$ cat src/hw/rtl/utf8_word_accent_folder_unit_defines.svh
// assertion macros shared by the accent folder rtl
// no dependencies; include with the bare file name
`ifndef UTF8_WORD_ACCENT_FOLDER_UNIT_DEFINES_SVH
`define UTF8_WORD_ACCENT_FOLDER_UNIT_DEFINES_SVH
`ifndef SYNTHESIS
`define UWAF_ASSERT(name, prop, msg) \
  name: assert property (@(posedge clk_i) disable iff (!rst_ni) prop) else $error(msg);
`define UWAF_ASSERT_NEVER(name, cond, msg) \
  name: assert property (@(posedge clk_i) disable iff (!rst_ni) !(cond)) else $error(msg);
`else
`define UWAF_ASSERT(name, prop, msg)
`define UWAF_ASSERT_NEVER(name, cond, msg)
`endif
`endif

$ cat src/hw/rtl/uwaf_pkg.sv
// types, constants and the latin fold table for the accent folder
// no dependencies
`default_nettype none
package uwaf_pkg;

  localparam int MAX_SEQ_BYTES = 6;
  localparam int HCNT_W        = $clog2(MAX_SEQ_BYTES + 1);
  localparam int REC_BYTES     = 7;
  localparam int REC_CNT_W     = 3;
  localparam int QUEUE_DEPTH   = 2;
  localparam int QPTR_W        = 1;
  localparam int QCNT_W        = 2;

  localparam logic [7:0] CH_APOS   = 8'h27;
  localparam logic [7:0] CH_TERM   = 8'h00;
  localparam logic [8:0] FOLD_BASE = 9'h0C0;
  localparam logic [8:0] FOLD_LAST = 9'h17F;

  typedef struct packed {
    logic [7:0] byte_in;
    logic       last_in;
  } in_item_t;

  typedef struct packed {
    logic [7:0] byte_out;
    logic       last_out;
  } out_item_t;

  typedef struct packed {
    logic                          two;
    logic [7:0]                    first;
    logic [7:0]                    second;
  } fold_t;

  typedef struct packed {
    logic [REC_BYTES-1:0][7:0] bytes;
    logic [REC_CNT_W-1:0]      cnt;
    logic                      term;
  } rec_t;

  typedef struct packed {
    logic full;
    logic empty;
  } q_stat_t;

  function automatic fold_t one(input logic [7:0] c);
    fold_t f;
    f.two    = 1'b0;
    f.first  = c;
    f.second = c;
    return f;
  endfunction

  function automatic fold_t pair(input logic [7:0] a, input logic [7:0] b);
    fold_t f;
    f.two    = 1'b1;
    f.first  = a;
    f.second = b;
    return f;
  endfunction

  // idx is the code point minus U+00C0
  function automatic fold_t fold_lookup(input logic [7:0] idx);
    logic [3:0] q;
    fold_t      f;
    q = idx[3:0];
    if (idx < 8'd64) begin
      if (!idx[4]) begin
        if (q < 4'd6)       f = one("a");
        else if (q == 4'd6) f = pair("a", "e");
        else if (q == 4'd7) f = one("c");
        else if (q < 4'd12) f = one("e");
        else                f = one("i");
      end else begin
        if (q == 4'd0)       f = pair("t", "h");
        else if (q == 4'd1)  f = one("n");
        else if (q < 4'd7)   f = one("o");
        else if (q == 4'd7)  f = idx[5] ? one("/") : one("*");
        else if (q == 4'd8)  f = one("o");
        else if (q < 4'd13)  f = one("u");
        else if (q == 4'd13) f = one("y");
        else if (q == 4'd14) f = pair("t", "h");
        else                 f = idx[5] ? one("y") : pair("s", "s");
      end
    end else begin
      if (idx < 8'd70)       f = one("a");
      else if (idx < 8'd78)  f = one("c");
      else if (idx < 8'd82)  f = one("d");
      else if (idx < 8'd92)  f = one("e");
      else if (idx < 8'd100) f = one("g");
      else if (idx < 8'd104) f = one("h");
      else if (idx < 8'd114) f = one("i");
      else if (idx < 8'd116) f = pair("i", "j");
      else if (idx < 8'd118) f = one("j");
      else if (idx < 8'd121) f = one("k");
      else if (idx < 8'd131) f = one("l");
      else if (idx < 8'd138) f = one("n");
      else if (idx < 8'd140) f = pair("n", "g");
      else if (idx < 8'd146) f = one("o");
      else if (idx < 8'd148) f = pair("o", "e");
      else if (idx < 8'd154) f = one("r");
      else if (idx < 8'd162) f = one("s");
      else if (idx < 8'd168) f = one("t");
      else if (idx < 8'd180) f = one("u");
      else if (idx < 8'd182) f = one("w");
      else if (idx < 8'd185) f = one("y");
      else if (idx < 8'd191) f = one("z");
      else                   f = one("s");
    end
    return f;
  endfunction

endpackage
`default_nettype wire

$ cat src/hw/rtl/utf8_word_accent_folder_unit.sv
// utf-8 word accent folder, top level
// Takes one byte of a UTF-8 word per transfer and returns the folded bytes
// followed by a zero terminator marked last. The front end accepts one byte
// every cycle while the queue is not full; each byte turns into a record of
// zero to seven output bytes that goes into a two-entry queue. The back end
// sends one byte per cycle through its output register while out_stall_i
// is low, so an item with k results holds the output until all k are sent;
// the input stalls once the queue is full behind a long record (a flushed
// sequence plus terminator). Results pass through the queue, then the output register.
// depends on uwaf_pkg, uwaf_front, uwaf_queue and uwaf_back
`default_nettype none
module utf8_word_accent_folder_unit (
  input  wire logic              clk_i,
  input  wire logic              rst_ni,
  input  wire logic              in_valid_i,
  output logic                   in_stall_o,
  input  wire uwaf_pkg::in_item_t in_data_i,
  output logic                   out_valid_o,
  input  wire logic              out_stall_i,
  output uwaf_pkg::out_item_t    out_data_o
);
  import uwaf_pkg::*;

  rec_t    push_rec, head_rec;
  logic    push, pop;
  q_stat_t q_stat;

  uwaf_front u_front (
    .clk_i      (clk_i),
    .rst_ni     (rst_ni),
    .in_valid_i (in_valid_i),
    .in_stall_o (in_stall_o),
    .in_data_i  (in_data_i),
    .q_stat_i   (q_stat),
    .push_o     (push),
    .rec_o      (push_rec)
  );

  uwaf_queue u_queue (
    .clk_i  (clk_i),
    .rst_ni (rst_ni),
    .push_i (push),
    .rec_i  (push_rec),
    .pop_i  (pop),
    .rec_o  (head_rec),
    .stat_o (q_stat)
  );

  uwaf_back u_back (
    .clk_i       (clk_i),
    .rst_ni      (rst_ni),
    .rec_i       (head_rec),
    .q_stat_i    (q_stat),
    .pop_o       (pop),
    .out_valid_o (out_valid_o),
    .out_stall_i (out_stall_i),
    .out_data_o  (out_data_o)
  );

endmodule
`default_nettype wire

$ cat src/hw/rtl/uwaf_front.sv
// front end: takes input bytes, decodes utf-8 sequences and builds at most one output record per item
// depends on uwaf_pkg and the assertion macro header
`default_nettype none
`include "utf8_word_accent_folder_unit_defines.svh"
module uwaf_front (
  input  wire logic              clk_i,
  input  wire logic              rst_ni,
  input  wire logic              in_valid_i,
  output logic                   in_stall_o,
  input  wire uwaf_pkg::in_item_t in_data_i,
  input  wire uwaf_pkg::q_stat_t  q_stat_i,
  output logic                   push_o,
  output uwaf_pkg::rec_t         rec_o
);
  import uwaf_pkg::*;

  logic [MAX_SEQ_BYTES-1:0][7:0] held_q, held_d;
  logic [HCNT_W-1:0]             hcnt_q, hcnt_d;
  logic [HCNT_W-1:0]             need_q, need_d;
  logic [8:0]                    cp_q, cp_d;
  logic                          cphi_q, cphi_d;

  logic       accept;
  logic [7:0] b;
  logic       is_ascii, is_lead, fr_hold, fr_emit;
  logic [2:0] fr_more;
  logic [4:0] fr_pay;
  logic [7:0] fr_byte;
  logic [8:0] nx_cp;
  logic       nx_hi;
  logic       in_range;
  fold_t      fold;

  logic [MAX_SEQ_BYTES-1:0][7:0] s;
  logic [HCNT_W-1:0]             sc;
  logic [1:0]                    tc;
  logic [7:0]                    t0, t1;
  logic                          term;

  assign accept     = in_valid_i && !q_stat_i.full;
  assign in_stall_o = q_stat_i.full;
  assign b          = in_data_i.byte_in;
  assign is_ascii   = !b[7];

  // lead byte decode
  always_comb begin
    is_lead = 1'b1;
    fr_more = 3'd0;
    fr_pay  = 5'd0;
    priority if (b[7:5] == 3'b110) begin
      fr_more = 3'd1;
      fr_pay  = b[4:0];
    end else if (b[7:4] == 4'b1110) begin
      fr_more = 3'd2;
      fr_pay  = {1'b0, b[3:0]};
    end else if (b[7:3] == 5'b11110) begin
      fr_more = 3'd3;
      fr_pay  = {2'b0, b[2:0]};
    end else if (b[7:2] == 6'b111110) begin
      fr_more = 3'd4;
      fr_pay  = {3'b0, b[1:0]};
    end else if (b[7:1] == 7'b1111110) begin
      fr_more = 3'd5;
      fr_pay  = {4'b0, b[0]};
    end else begin
      is_lead = 1'b0;
    end
  end

  assign fr_hold = is_lead && ((4'(fr_more) + 4'd1) <= 4'(MAX_SEQ_BYTES));
  assign fr_emit = is_ascii ? (b != CH_APOS) : !fr_hold;
  assign fr_byte = (is_ascii && b >= "A" && b <= "Z") ? (b | 8'h20) : b;

  // code point once the current continuation byte is taken in
  assign nx_cp    = {cp_q[2:0], b[5:0]};
  assign nx_hi    = cphi_q || (cp_q[8:3] != '0);
  assign in_range = !nx_hi && nx_cp >= FOLD_BASE && nx_cp <= FOLD_LAST;
  assign fold     = fold_lookup(8'(nx_cp - FOLD_BASE));

  always_comb begin
    held_d = held_q;
    hcnt_d = hcnt_q;
    need_d = need_q;
    cp_d   = cp_q;
    cphi_d = cphi_q;
    s      = held_q;
    sc     = '0;
    tc     = 2'd0;
    t0     = fr_byte;
    t1     = fr_byte;
    term   = 1'b0;
    if (need_q != '0 && b[7:6] == 2'b10 && hcnt_q < HCNT_W'(MAX_SEQ_BYTES)) begin
      // continuation byte
      held_d[hcnt_q] = b;
      hcnt_d         = hcnt_q + 1'b1;
      cp_d           = nx_cp;
      cphi_d         = nx_hi;
      need_d         = need_q - 1'b1;
      if (need_d == '0) begin
        if (in_range) begin
          tc = fold.two ? 2'd2 : 2'd1;
          t0 = fold.first;
          t1 = fold.second;
        end else begin
          sc = hcnt_d;
          s  = held_d;
        end
        hcnt_d = '0;
        cp_d   = '0;
        cphi_d = 1'b0;
      end
    end else begin
      if (need_q != '0) begin
        // broken sequence
        sc     = hcnt_q;
        hcnt_d = '0;
        need_d = '0;
        cp_d   = '0;
        cphi_d = 1'b0;
      end
      if (fr_hold) begin
        held_d[0] = b;
        hcnt_d    = HCNT_W'(1);
        need_d    = HCNT_W'(fr_more);
        cp_d      = {4'b0, fr_pay};
        cphi_d    = 1'b0;
      end else if (fr_emit) begin
        tc = 2'd1;
      end
    end
    if (in_data_i.last_in) begin
      term = 1'b1;
      if (hcnt_d != '0) begin
        if (sc == '0) begin
          sc = hcnt_d;
          s  = held_d;
        end else begin
          tc = 2'd1;
          t0 = b;
        end
      end
      hcnt_d = '0;
      need_d = '0;
      cp_d   = '0;
      cphi_d = 1'b0;
    end
  end

  // pack held bytes, then folded or raw bytes, then the terminator
  always_comb begin
    for (int i = 0; i < REC_BYTES; i++) begin
      if ((4'(i) - {1'b0, sc}) == 4'd0 && tc != 2'd0) rec_o.bytes[i] = t0;
      else if ((4'(i) - {1'b0, sc}) == 4'd1 && tc == 2'd2) rec_o.bytes[i] = t1;
      else rec_o.bytes[i] = CH_TERM;
    end
    for (int i = 0; i < MAX_SEQ_BYTES; i++) begin
      if (HCNT_W'(i) < sc) rec_o.bytes[i] = s[i];
    end
    rec_o.cnt  = REC_CNT_W'({1'b0, sc} + {2'b0, tc} + {3'b0, term});
    rec_o.term = term;
  end

  assign push_o = accept && (sc != '0 || tc != 2'd0 || term);

  always_ff @(posedge clk_i or negedge rst_ni) begin
    if (!rst_ni) begin
      hcnt_q <= '0;
      need_q <= '0;
      cp_q   <= '0;
      cphi_q <= 1'b0;
    end else if (accept) begin
      hcnt_q <= hcnt_d;
      need_q <= need_d;
      cp_q   <= cp_d;
      cphi_q <= cphi_d;
    end
  end

  always_ff @(posedge clk_i) begin
    if (accept) held_q <= held_d;
  end

  `UWAF_ASSERT(a_hold_pairs, (need_q != '0) == (hcnt_q != '0), "held count and need disagree")
  `UWAF_ASSERT(a_seq_len, ({1'b0, hcnt_q} + {1'b0, need_q}) <= 4'(MAX_SEQ_BYTES), "sequence too long")
  `UWAF_ASSERT(a_last_clears, accept && in_data_i.last_in |=> hcnt_q == '0, "hold survives end of word")

endmodule
`default_nettype wire

$ cat src/hw/rtl/uwaf_queue.sv
// two-entry record queue between the decode front and the output back end
// depends on uwaf_pkg
`default_nettype none
module uwaf_queue (
  input  wire logic           clk_i,
  input  wire logic           rst_ni,
  input  wire logic           push_i,
  input  wire uwaf_pkg::rec_t rec_i,
  input  wire logic           pop_i,
  output uwaf_pkg::rec_t      rec_o,
  output uwaf_pkg::q_stat_t   stat_o
);
  import uwaf_pkg::*;

  rec_t              mem_q [QUEUE_DEPTH];
  logic [QPTR_W-1:0] wr_q, rd_q;
  logic [QCNT_W-1:0] cnt_q;

  assign rec_o        = mem_q[rd_q];
  assign stat_o.full  = cnt_q == QCNT_W'(QUEUE_DEPTH);
  assign stat_o.empty = cnt_q == '0;

  always_ff @(posedge clk_i or negedge rst_ni) begin
    if (!rst_ni) begin
      wr_q  <= '0;
      rd_q  <= '0;
      cnt_q <= '0;
    end else begin
      if (push_i) wr_q <= wr_q + 1'b1;
      if (pop_i)  rd_q <= rd_q + 1'b1;
      unique case ({push_i, pop_i})
        2'b10:   cnt_q <= cnt_q + 1'b1;
        2'b01:   cnt_q <= cnt_q - 1'b1;
        default: cnt_q <= cnt_q;
      endcase
    end
  end

  always_ff @(posedge clk_i) begin
    if (push_i) mem_q[wr_q] <= rec_i;
  end

endmodule
`default_nettype wire

$ cat src/hw/rtl/uwaf_back.sv
// back end: while not stalled, walks the head record one byte per cycle into
// the output register; depends on uwaf_pkg and the assertion macro header
`default_nettype none
`include "utf8_word_accent_folder_unit_defines.svh"
module uwaf_back (
  input  wire logic              clk_i,
  input  wire logic              rst_ni,
  input  wire uwaf_pkg::rec_t    rec_i,
  input  wire uwaf_pkg::q_stat_t q_stat_i,
  output logic                   pop_o,
  output logic                   out_valid_o,
  input  wire logic              out_stall_i,
  output uwaf_pkg::out_item_t    out_data_o
);
  import uwaf_pkg::*;

  logic [REC_CNT_W-1:0] pos_q, pos_d;
  logic                 valid_q;
  out_item_t            out_q;
  logic                 load, at_end;

  assign load   = !valid_q || !out_stall_i;
  assign at_end = pos_q == (rec_i.cnt - 1'b1);
  assign pop_o  = load && !q_stat_i.empty && at_end;
  assign pos_d  = at_end ? '0 : pos_q + 1'b1;

  always_ff @(posedge clk_i or negedge rst_ni) begin
    if (!rst_ni) begin
      valid_q <= 1'b0;
      pos_q   <= '0;
    end else if (load) begin
      valid_q <= !q_stat_i.empty;
      if (!q_stat_i.empty) pos_q <= pos_d;
    end
  end

  always_ff @(posedge clk_i) begin
    if (load && !q_stat_i.empty) begin
      out_q.byte_out <= rec_i.bytes[pos_q];
      out_q.last_out <= rec_i.term && at_end;
    end
  end

  assign out_valid_o = valid_q;
  assign out_data_o  = out_q;

  `UWAF_ASSERT(a_pos_idle, q_stat_i.empty |-> pos_q == '0, "walk position left over")
  `UWAF_ASSERT(a_pos_bound, !q_stat_i.empty |-> pos_q < rec_i.cnt, "walk past record end")
  `UWAF_ASSERT_NEVER(a_term_zero, valid_q && out_q.last_out && out_q.byte_out != CH_TERM,
                     "terminator not zero")

endmodule
`default_nettype wire
$ cat config.mk
export PLATFORM = sky130hd
export DESIGN_NAME = utf8_word_accent_folder_unit
export DESIGN_NICKNAME = d
export VERILOG_FILES = /design/src/hw/rtl/uwaf_pkg.sv /design/src/hw/rtl/utf8_word_accent_folder_unit.sv /design/src/hw/rtl/uwaf_front.sv /design/src/hw/rtl/uwaf_queue.sv /design/src/hw/rtl/uwaf_back.sv
export VERILOG_INCLUDE_DIRS = /design/src /design/src/hw/rtl
export SDC_FILE = /design/constraint.sdc
export NUM_CORES = 1
export LEC_CHECK = 0
export ABC_AREA = 1
export BUFFER_PORTS_ARGS = -buffer_cell sky130_fd_sc_hd__buf_4
export CELL_PAD_IN_SITES_DETAIL_PLACEMENT = 1
export CELL_PAD_IN_SITES_GLOBAL_PLACEMENT = 1
export CORE_ASPECT_RATIO = 0.6
export CORE_MARGIN = 1
export CORE_UTILIZATION = 52
export DETAILED_ROUTE_END_ITERATION = 8
export PLACE_DENSITY = 0.92
export SYNTH_ARGS = -nofsm -noshare
export SYNTH_HDL_FRONTEND = slang
export SYNTH_HIERARCHICAL = 1
export SYNTH_SLANG_ARGS = --single-unit
$ cat constraint.sdc
create_clock -name clk_i -period 10.6 [get_ports clk_i]
set_input_delay 2.65 -clock clk_i [delete_from_list [all_inputs] [get_ports clk_i]]
set_output_delay 2.65 -clock clk_i [all_outputs]
set_load 0.005 [all_outputs]
==> flow_summary.yaml, run 1 <==
yosys:
  ys_async_sr_fraction_pct: 11.9
  yosysSeqAreaShare_pct: 47.3
  synth_top_area_share_pct: 42.5
  yosysUniqueCellTypes: 45
  ys_ff_latch: 201
  ys.flop_type: "edfxtp_1"
  syn_inst: 1600
  synthTopCellsByCount: "nand2_1, o21ai_0, inv_1"
  synthesis.yosys.warnings: 6
  synthTopCellsByArea: "edfxtp_1, nand2_1, o21ai_0, inv_1, nor2_1"
  netlist.top_cell.by_area: "edfxtp_1"
  synth_nets: 1636
  avgSynthCellArea_um2: 7.82
  synth.most_common_cell: "nand2_1"
  synth_edf_count: 177
  synth.cell_area_um2: 12500
sta:
  setup_violations: 0
  finalSetupTns_ns: 0
  drv_slew: 0
  rsz0062_at_grt: "no"
  slew-limit-headroom_pct: 31.8
  fmax_ghz: 0.141
  fin_crit_ns: 7.08
  worst_pin_slew_ns: 1.01
  final-hold-violation-count: 0
  min_period_over_period_pct: 66.8
  skew_ns: 0.0310
worst_setup_path:
  crit_slowest_cell: "nor2_4"
  r2r_slack_ns: 5.09
  worstReg2RegStart: "u_front/need_q[0]$_DFFE_PN0P_"
  max_stage_delay_ns: 0.71
  rr_worst_depth: 21
  cp-end-kind: "flop"
  critPathKind: "in2reg"
  critPathMaxFanout: 32
  critPathLaunchType: "input pin"
  crit_arrival_ns: 7.23
  crit_path_cell_trace: "buf_4 -> nand2_1 -> nor2_1 -> a21oi_1 -> nand2_2 -> nand2_4 -> nand2_2 -> nand2_1 -> nand2_2 -> nand2_2 -> inv_2 -> nand3_1 -> nand2_1 -> inv_1 -> ha_1 -> inv_1 -> o31ai_1 -> inv_1 -> inv_1 -> nor2_4 -> buf_4"
  r2r_end: "u_queue/mem_q[0][32]$_DFFE_PP_"
  required_ns: 10.75
cells_and_area:
  syn_to_final_growth_pct: 7.09
  final_core_util_pct: 57.4
  final_layout_size_suffix_gt1_share_pct: 7.61
  fin_area_um2: 13400
  diodes: 0
  nets: 1614
floorplan:
  die_h_um: 122
  fp.dieArea_um2: 24700
  ios: 24
  coreArea_um2: 23300
  start_util_pct: 53.6
  fp.dieW_um: 202
  fp-row-count: 43
detailed_routing:
  wl_um: 44100
  routed_via_density: 6.30
  drc_errors: 0
  wl_per_cell_um: 23.1
  drtPass1Iterations: 5
  drtAntennaViolNets: 0
  drt_iter0_markers: 1796
  vias: 12000
power_and_ir_drop:
  max-vdd-ir-drop_uv: 150
  cellPowerDensity_nw_per_um2: 239
  leakage_nw: 5.74
cts:
  cts_tree: "yes"
  htreeDepth: 1
  numCtsBuffers: 20
  cts_root_buf: "clkbuf_16"
  worstSkewPairLatency_ns: 0.53
  cts_resized: 0
  post_cts_buffers: 0
  clock_path_buffers: 3
  numClockSinks: 201
  hold_buffers: 0
  path_clk_slew_ns: 0.06
place:
  post_dp_cell_area_um2: 12800
  dpl.hpwl_um: 30800
  gp_congestion: 0.967
  port_buffers: 23
job:
  cap_violations: 0
global_routing:
  grt_pass1_wl_um: 67900
  overflow: 0
  grt_usage_pct: 36.1
  grt_pass1_vias: 11700
  grt_max_degree: 98
  antenna_found_initial: 0
hold_path:
  hold_start: "u_front/cp_q[7]$_DFFE_PN0P_"
  hold_end: "u_front/cp_q[7]$_DFFE_PN0P_"
  hp-class: "reg2reg"
  holdPathStages: 2
outcome:
  status: "finished, final reports clean"
==> how the worst max path moves through the flow <==
stage                      start                        endpoint  slack [ns]  cells past startpoint
CTS                 in_data_i[4]  u_queue/mem_q[0][32]$_DFFE_PP_        3.63                     21
global route        in_data_i[4]  u_queue/mem_q[0][39]$_DFFE_PP_        3.20                     21
detailed placement  in_data_i[4]  u_queue/mem_q[0][44]$_DFFE_PP_        3.14                     21
finish              in_data_i[3]  u_queue/mem_q[0][32]$_DFFE_PP_        3.52                     21
global placement    in_data_i[4]  u_queue/mem_q[0][44]$_DFFE_PP_        3.37                     21
floorplan           in_data_i[3]   u_queue/mem_q[0][0]$_DFFE_PP_        2.24                     20
==> cells by family (layout without fill, tap and decap cells) <==
family,count (synthesis),after routing,synth area share [%]
AOI/OAI and AO/OA,440,440,19.0
xor gates and xnor gates,6,6,0.420
adders and majority gates,23,23,2.42
buffers and inverters,303,294,9.91
DFF,201,201,47.3
and+or+nand+nor,627,627,20.9
==> state kept, by name, indices dropped and copies added (netlist names) <==
signal	cells
u_back/out_data_o	9
u_back/out_valid_o	1
u_back/pos_q	3
u_front/cp_q	9
u_front/cphi_q	1
u_front/hcnt_q	3
u_front/held_q	48
u_front/need_q	3
u_queue/cnt_q	2
u_queue/mem_q	120
u_queue/rd_q	1
u_queue/wr_q	1
==> critical path, delay by kind of cell <==
family	cells	cell delay (ns)
AND/OR/NAND/NOR	11	2.36
buffers and inverters	7	1.62
adder cells (fa/ha/maj)	1	0.34
AO/OA/AOI/OAI	2	0.21
==> layout by cell type (no fill, tap or decap), types with 7 or more instances in the layout <==
| cell | count |
|---|---|
| edfxtp_1 | 177 |
| o22ai_1 | 40 |
| inv_1 | 207 |
| nand3_1 | 52 |
| inv_2 | 15 |
| a31oi_1 | 11 |
| dfrtp_1 | 23 |
| nor2_2 | 11 |
| o21ai_0 | 243 |
| a21oi_1 | 64 |
| nand2_2 | 9 |
| nor2_4 | 7 |
| clkbuf_16 | 21 |
| nand2_1 | 361 |
| buf_4 | 35 |
| nor2_1 | 164 |
| o211ai_1 | 11 |
| ha_1 | 21 |
| o21ai_1 | 47 |
==> power by group <==
group | total (mW) | internal, mW | switching (mW)
Sequential | 1.26 | 1.15 | 0.112
Combinational | 1.24 | 0.329 | 0.916
Clock | 0.698 | 0.387 | 0.312
==> layout make-up <==
class                   count  area, um^2
well taps                 315         394
inverters                 224         843
fillers                  2881        9950
repair buffers             35         263
multi-input cells        1096        5370
flip-flops and latches    201        5920
clock inverters             8        62.6
clock buffers              27         548
==> per-layer routing <==
layer | vias up | wire (um) | track usage (%) | share of wire (%)
li1 | 5288 | - | - | -
met1 | 5921 | 19100 | 52.2 | 43
met2 | 703 | 19200 | 55.7 | 44
met3 | 95 | 4670 | 6.63 | 11
met4 | 0 | 1050 | 9.54 | 2.4
met5 | - | 0 | 0 | 0
==> per-stage QoR <==
stage                     hold WS (ns)  power [mW]  setup WS, ns  cells
final                            0.507        3.20          3.52   1906
after global routing             0.553        3.36          3.20   1906
after CTS                        0.503        3.17          3.63   1906
after detailed placement         0.484        2.45          3.14   1871
after global placement           0.467        2.37          3.37   1871
after floorplan                  0.450        2.07          2.24   1600
(Power assumes the default switching activity.)
==> inputs of run 2 (changes only) <==
--- a/config.mk
+++ b/config.mk
@@ -12,9 +12,9 @@
 export CELL_PAD_IN_SITES_GLOBAL_PLACEMENT = 1
 export CORE_ASPECT_RATIO = 0.6
 export CORE_MARGIN = 1
-export CORE_UTILIZATION = 52
+export CORE_UTILIZATION = 43
 export DETAILED_ROUTE_END_ITERATION = 8
-export PLACE_DENSITY = 0.92
+export PLACE_DENSITY = 0.82
 export SYNTH_ARGS = -nofsm -noshare
 export SYNTH_HDL_FRONTEND = slang
 export SYNTH_HIERARCHICAL = 1
==> constraint.sdc (replaced) <==
create_clock -name clk_i -period 6.4 [get_ports clk_i]
set_input_delay 1.6 -clock clk_i [delete_from_list [all_inputs] [get_ports clk_i]]
set_output_delay 1.6 -clock clk_i [all_outputs]
set_load 0.005 [all_outputs]
==> run 2 against run 1 <==
  * Sequential share of layout area shrank 0.69 points
  * Setup slack got worse by 2.4 ns
  * Clock-buffer cell count rose by 3
  * Core utilization fell by 8.9 points
  * Final cell count up 3.3%
  * Global-route usage shrank 7.5 points
  * Clock skew down 0.0090 ns
  * Critical path depth is the same
  * Hold slack got worse by 0.017 ns
  * Non-clock buffer count is 6 higher
  * Clock power grew 83%
  * Largest cell class unchanged
  * Highest routed layer unchanged
==> flow_summary.yaml, run 2 (synthesis gave the netlist of run 1 again) <==
cts:
  clock_path_buffers: 3
  cts_resized: 0
  numClockSinks: 201
  hold_buffers: 0
  cts_tree: "yes"
  numCtsBuffers: 22
  path_clk_slew_ns: 0.06
  worstSkewPairLatency_ns: 0.53
  cts_root_buf: "clkbuf_16"
  post_cts_buffers: 0
  htreeDepth: 1
cells_and_area:
  diodes: 0
  final_core_util_pct: 48.5
  stdcell_count: 1968
  largest_register_ff_count: 120
  final_layout_size_suffix_gt1_share_pct: 8.49
  syn_to_final_growth_pct: 8.79
  fillers: 3415
  final_cell_mix: "nand2_1, o21ai_0, inv_1"
  final_common_cell: "nand2_1"
  largest_register: "u_queue/mem_q"
  top_regs: "u_queue/mem_q: 120 flops, u_front/held_q: 48 flops"
  nets: 1622
global_routing:
  grt_pass1_wl_um: 65700
  grt_max_degree: 65
  antenna_found_initial: 1
  grt_pass1_vias: 11400
  grt_usage_pct: 28.6
  overflow: 0
worst_setup_path:
  max_stage_delay_ns: 0.59
  required_ns: 6.61
  critPathMaxFanout: 34
  crit_slowest_cell: "inv_2"
  critPathLaunchType: "input pin"
  crit_path_cell_trace: "buf_4 -> inv_2 -> a21oi_1 -> o31ai_1 -> ha_1 -> inv_1 -> nand2_1 -> nand3_2 -> nand2_4 -> nand2_1 -> o21ai_2 -> a21oi_4 -> inv_2 -> nor2_4 -> ha_1 -> inv_1 -> o31ai_1 -> inv_1 -> nand2_1 -> inv_2 -> buf_4"
  critPathKind: "in2reg"
  worstReg2RegStart: "u_front/need_q[0]$_DFFE_PN0P_"
  critPathLaunch: "in_data_i[4]"
  crit_arrival_ns: 5.53
  cp-end-kind: "flop"
sta:
  final-hold-violation-count: 0
  rsz0062_at_grt: "no"
  timing.hold.ws_ns: 0.490
  fmax_ghz: 0.188
  min_period_over_period_pct: 83.0
  finalSetupTns_ns: 0
  drv_slew: 0
  fin_crit_ns: 5.31
  setup_violations: 0
  slew-limit-headroom_pct: 32.3
  worst_pin_slew_ns: 1.02
  skew_ns: 0.0221
job:
  cap_violations: 0
detailed_routing:
  drtPass1Iterations: 6
  drt_iter0_markers: 1233
  vias: 11500
  drtAntennaViolNets: 0
  routed_via_density: 5.84
  wl_per_cell_um: 21.4
  drc_errors: 0
  wl_um: 42100
power_and_ir_drop:
  leakage_nw: 5.82
  cellPowerDensity_nw_per_um2: 392
  totalPowerFinal_mw: 5.33
  max-vdd-ir-drop_uv: 262
outcome:
  status: "finished, final reports clean"
hold_path:
  hp-class: "reg2reg"
  hold_start: "u_front/cp_q[8]$_DFFE_PN0P_"
floorplan:
  fp.dieW_um: 222
  die_h_um: 134
  ios: 24
  coreArea_um2: 28100
  fp-row-count: 47
  start_util_pct: 44.6
  fp.dieArea_um2: 29800
place:
  dp.cells: 1929
  port_buffers: 23
  dpl.hpwl_um: 30400
  gp_congestion: 0.929
## run 2: changes by cell type in the layout (fill, tap and decap cells not counted), sizes merged
cell	change
buf	+6
clkbuf	+3
inv	+3
bufinv	-1
clkinv	-1
## run 2: metrics by stage
step	worst slack, ns	instance area, um^2
6_report	1.09	13600
5_1_grt	0.865	13600
4_1_cts	1.16	13600
3_5_place_dp	0.646	12900
3_3_place_gp	0.827	12900
2_1_floorplan	0.102	12500
## run 2: routing by layer
metal	up-vias	track usage (%)	wire length (um)	share of wire, %
li1	5319	-	-	-
met1	5669	42.8	19900	47
met2	445	42.6	17800	42
met3	54	5.61	3720	8.8
met4	0	6.29	691	1.6
met5	-	0	0	0
## run 2: final cells by class
type / count / area, um^2 / area share [%]
Sequential cell: 201 / 5920 / 43.5
Multi-Input combinational cell: 1096 / 5370 / 39.5
Inverter: 224 / 843 / 6.19
Clock buffer: 30 / 653 / 4.80
Tap cell: 367 / 459 / 3.37
Timing Repair Buffer: 41 / 308 / 2.26
Clock inverter: 9 / 60.1 / 0.441
## run 2: power by group
group          internal [mW]  leakage (nW)  total [mW]  switching [mW]
logic                  0.548          3.46        1.95            1.40
clock network          0.721         0.351        1.28           0.558
registers               1.90          2.01        2.10           0.202
total                   3.17          5.82        5.33            2.16
## run 2: critical path, delay by kind of cell
family / cells / cell delay (ns)
AOI/OAI and AO/OA: 5 / 0.86
adders and majority gates: 2 / 0.51
buffers and inverters: 8 / 1.90
and+or+nand+nor: 6 / 0.58
## run 2: path summary, 6_finish.rpt
check | to | slack, ns | cells past startpoint
worst max-delay path | u_queue/mem_q[1][22]$_DFFE_PP_ | 1.09 | 21
worst min-delay path | u_front/cp_q[8]$_DFFE_PN0P_ | 0.49 | 2
worst max register to register | u_queue/mem_q[1][22]$_DFFE_PP_ | 1.56 | 17
worst min register to register | u_front/cp_q[8]$_DFFE_PN0P_ | 0.49 | 2
max in group asynchronous | u_queue/rd_q$_DFFE_PN0P_ | 5.15 | 1
min in group asynchronous | u_front/need_q[0]$_DFFE_PN0P_ | 0.97 | 1
==> inputs of run 3 (changes only) <==
==> constraint.sdc (replaced) <==
create_clock -name clk_i -period 4.8 [get_ports clk_i]
set_input_delay 1.2 -clock clk_i [delete_from_list [all_inputs] [get_ports clk_i]]
set_output_delay 1.2 -clock clk_i [all_outputs]
set_load 0.005 [all_outputs]
==> run 3 against run 2 <==
  * Setup slack got worse by 0.61 ns
  * Hold slack barely moved
  * Largest power group unchanged
  * Die area did not move
  * Largest cell class unchanged
  * Clock-buffer cell count fell by 5
==> flow_summary.yaml, run 3 (synthesis gave the netlist of run 1 again) <==
sta:
  setup_violations: 0
  fmax_ghz: 0.231
  min_period_over_period_pct: 90.1
  rsz0062_at_grt: "no"
  final-hold-violation-count: 0
  drv_slew: 0
  fin_crit_ns: 4.32
  worst_pin_slew_ns: 0.921
  skew_ns: 0.0151
  slew-limit-headroom_pct: 37.9
worst_setup_path:
  crit_path_cell_trace: "buf_4 -> inv_1 -> a21oi_2 -> o31ai_2 -> ha_1 -> nand4_1 -> nand3_2 -> nand2_4 -> nand2_2 -> o21ai_4 -> a21oi_4 -> inv_2 -> nor2_4 -> buf_4 -> inv_1 -> ha_1 -> nor3_1 -> nand3_2 -> o21ai_0"
  critPathLaunchType: "input pin"
  critPathMaxFanout: 10
  max_stage_delay_ns: 0.37
  crit_arrival_ns: 4.62
  path_buf_inv: 5
  crit_slowest_cell: "o21ai_0"
  critPathKind: "in2reg"
  required_ns: 5.09
  cp-end-kind: "flop"
  critPathTopFamily: "compound AO/OA/AOI/OAI gates"
power_and_ir_drop:
  leakage_nw: 5.98
  switching_share_pct: 39.3
  seq_power_share_pct: 37.3
  cellPowerDensity_nw_per_um2: 533
  p_int_mw: 4.52
  clkPwrFrac_pct: 25.6
  p_sw_mw: 2.93
  totalPowerFinal_mw: 7.45
  max-vdd-ir-drop_uv: 245
  p_comb_share_pct: 37.1
cts:
  cts_root_buf: "clkbuf_16"
  cts_resized: 0
  worstSkewPairLatency_ns: 0.51
  hold_buffers: 0
  post_cts_buffers: 0
  numCtsBuffers: 21
  cts_tree: "yes"
  htreeDepth: 1
  numClockSinks: 201
  clock_path_buffers: 3
  path_clk_slew_ns: 0.07
cells_and_area:
  register_area_um2: 5920
  final_layout_size_suffix_gt1_share_pct: 10.2
  top_regs: "u_queue/mem_q: 120 flops, u_front/held_q: 48 flops"
  final_cell_mix: "nand2_1, o21ai_0, inv_1"
  diodes: 0
  final_common_cell: "nand2_1"
  syn_to_final_growth_pct: 11.6
  fillers: 3409
  multi_input_area_um2: 5410
  largest_register: "u_queue/mem_q"
  fin_area_um2: 14000
  nets: 1645
  largest_register_ff_count: 120
global_routing:
  grt_max_degree: 84
  grt_pass1_vias: 12000
  overflow: 0
  grt_usage_pct: 29.8
  antenna_found_initial: 0
  grt_pass1_wl_um: 68800
detailed_routing:
  drtPass1Iterations: 6
  vias: 11800
  drtAntennaViolNets: 0
  wl_um: 43600
  drc_errors: 0
  drt_iter0_markers: 1266
  wl_per_cell_um: 21.9
  routed_via_density: 5.92
floorplan:
  coreArea_um2: 28100
  fp-row-count: 47
  start_util_pct: 44.6
  die_h_um: 134
  ios: 24
  fp.dieArea_um2: 29800
  fp.dieW_um: 222
hold_path:
  hp-class: "reg2reg"
place:
  gp_congestion: 0.899
  port_buffers: 23
  post_dp_cell_area_um2: 13200
  dpl.hpwl_um: 31300
outcome:
  status: "finished, final reports clean"
job:
  cap_violations: 0
## run 3: cell types whose count changed in the layout (fill, tap and decap cells not counted), moves of 2 or more
| cell | before | now |
|---|---|---|
| inv_1 | 207 | 205 |
| bufinv_16 | 0 | 7 |
| nand2_1 | 361 | 357 |
| clkbuf_8 | 3 | 1 |
| clkbuf_16 | 24 | 21 |
| buf_12 | 0 | 5 |
| buf_4 | 41 | 60 |
| nand2_2 | 9 | 13 |
## run 3: cell type report
cell class                      count  area share (%)
Clock buffer                       25            3.94
Clock inverter                     11            1.62
Inverter                          224            6.10
Multi-Input combinational cell   1096            38.7
Sequential cell                   201            42.4
Tap cell                          367            3.29
Timing Repair Buffer               65            3.94
## run 3: power by group through the flow
stage / clock network, mW / registers (mW) / logic (mW)
after detailed placement: 0 / 2.81 / 2.70
final: 1.91 / 2.78 / 2.76
after floorplan: 0 / 2.70 / 1.88
after global placement: 0 / 2.78 / 2.58
after global routing: 2.00 / 2.83 / 3.06
after CTS: 1.93 / 2.78 / 2.73
## run 3: worst paths after layout
kind | end | start | depth (start not counted) | slack [ns]
worst max-delay path | u_queue/mem_q[0][8]$_DFFE_PP_ | in_data_i[2] | 19 | 0.48
worst min-delay path | u_front/cphi_q$_DFFE_PN0P_ | u_front/cphi_q$_DFFE_PN0P_ | 2 | 0.49
max in group asynchronous | u_queue/rd_q$_DFFE_PN0P_ | rst_ni | 1 | 3.92
min in group asynchronous | u_front/need_q[0]$_DFFE_PN0P_ | rst_ni | 1 | 0.59
worst min register to register | u_front/cphi_q$_DFFE_PN0P_ | u_front/cphi_q$_DFFE_PN0P_ | 2 | 0.49
worst max register to register | u_queue/mem_q[0][8]$_DFFE_PP_ | u_front/need_q[0]$_DFFE_PN0P_ | 19 | 0.73
## run 3: layer usage
| metal | global-route usage, % | share of wire, % | vias to the layer above |
|---|---|---|---|
| li1 | - | - | 5361 |
| met1 | 44.5 | 46 | 5847 |
| met2 | 45.2 | 43 | 501 |
| met3 | 5.06 | 8.6 | 60 |
| met4 | 5.75 | 1.7 | 0 |
| met5 | 0 | 0 | - |
## run 3: worst register-to-register path, stage by stage (launching register included)
cell	delay [ns]
dfrtp_1	0.38
inv_1	0.09
ha_1	0.19
nand2_1	0.27
nand4_1	0.45
nor2_2	0.39
nand2_2	0.09
nand2_1	0.08
nand2_2	0.09
nand2_2	0.11
inv_2	0.06
nand3_1	0.08
nand2_2	0.07
inv_2	0.08
buf_4	0.22
ha_1	0.24
inv_1	0.11
nor3_1	0.23
nand3_2	0.24
o21ai_0	0.37
## run 3: through the flow
step / cells / setup slack (ns) / hold WS (ns) / setup TNS [ns] / util (%)
2_1_floorplan: 1600 / 0.00617 / 0.450 / 0 / -
3_5_place_dp: 1953 / -0.00678 / 0.468 / -0.122 / 47.0
5_1_grt: 1989 / 0.227 / 0.522 / 0 / 49.8
6_report: 1989 / 0.475 / 0.490 / 0 / 49.8
3_3_place_gp: 1953 / 0.126 / 0.465 / 0 / 47.0
4_1_cts: 1989 / 0.506 / 0.494 / 0 / 49.8
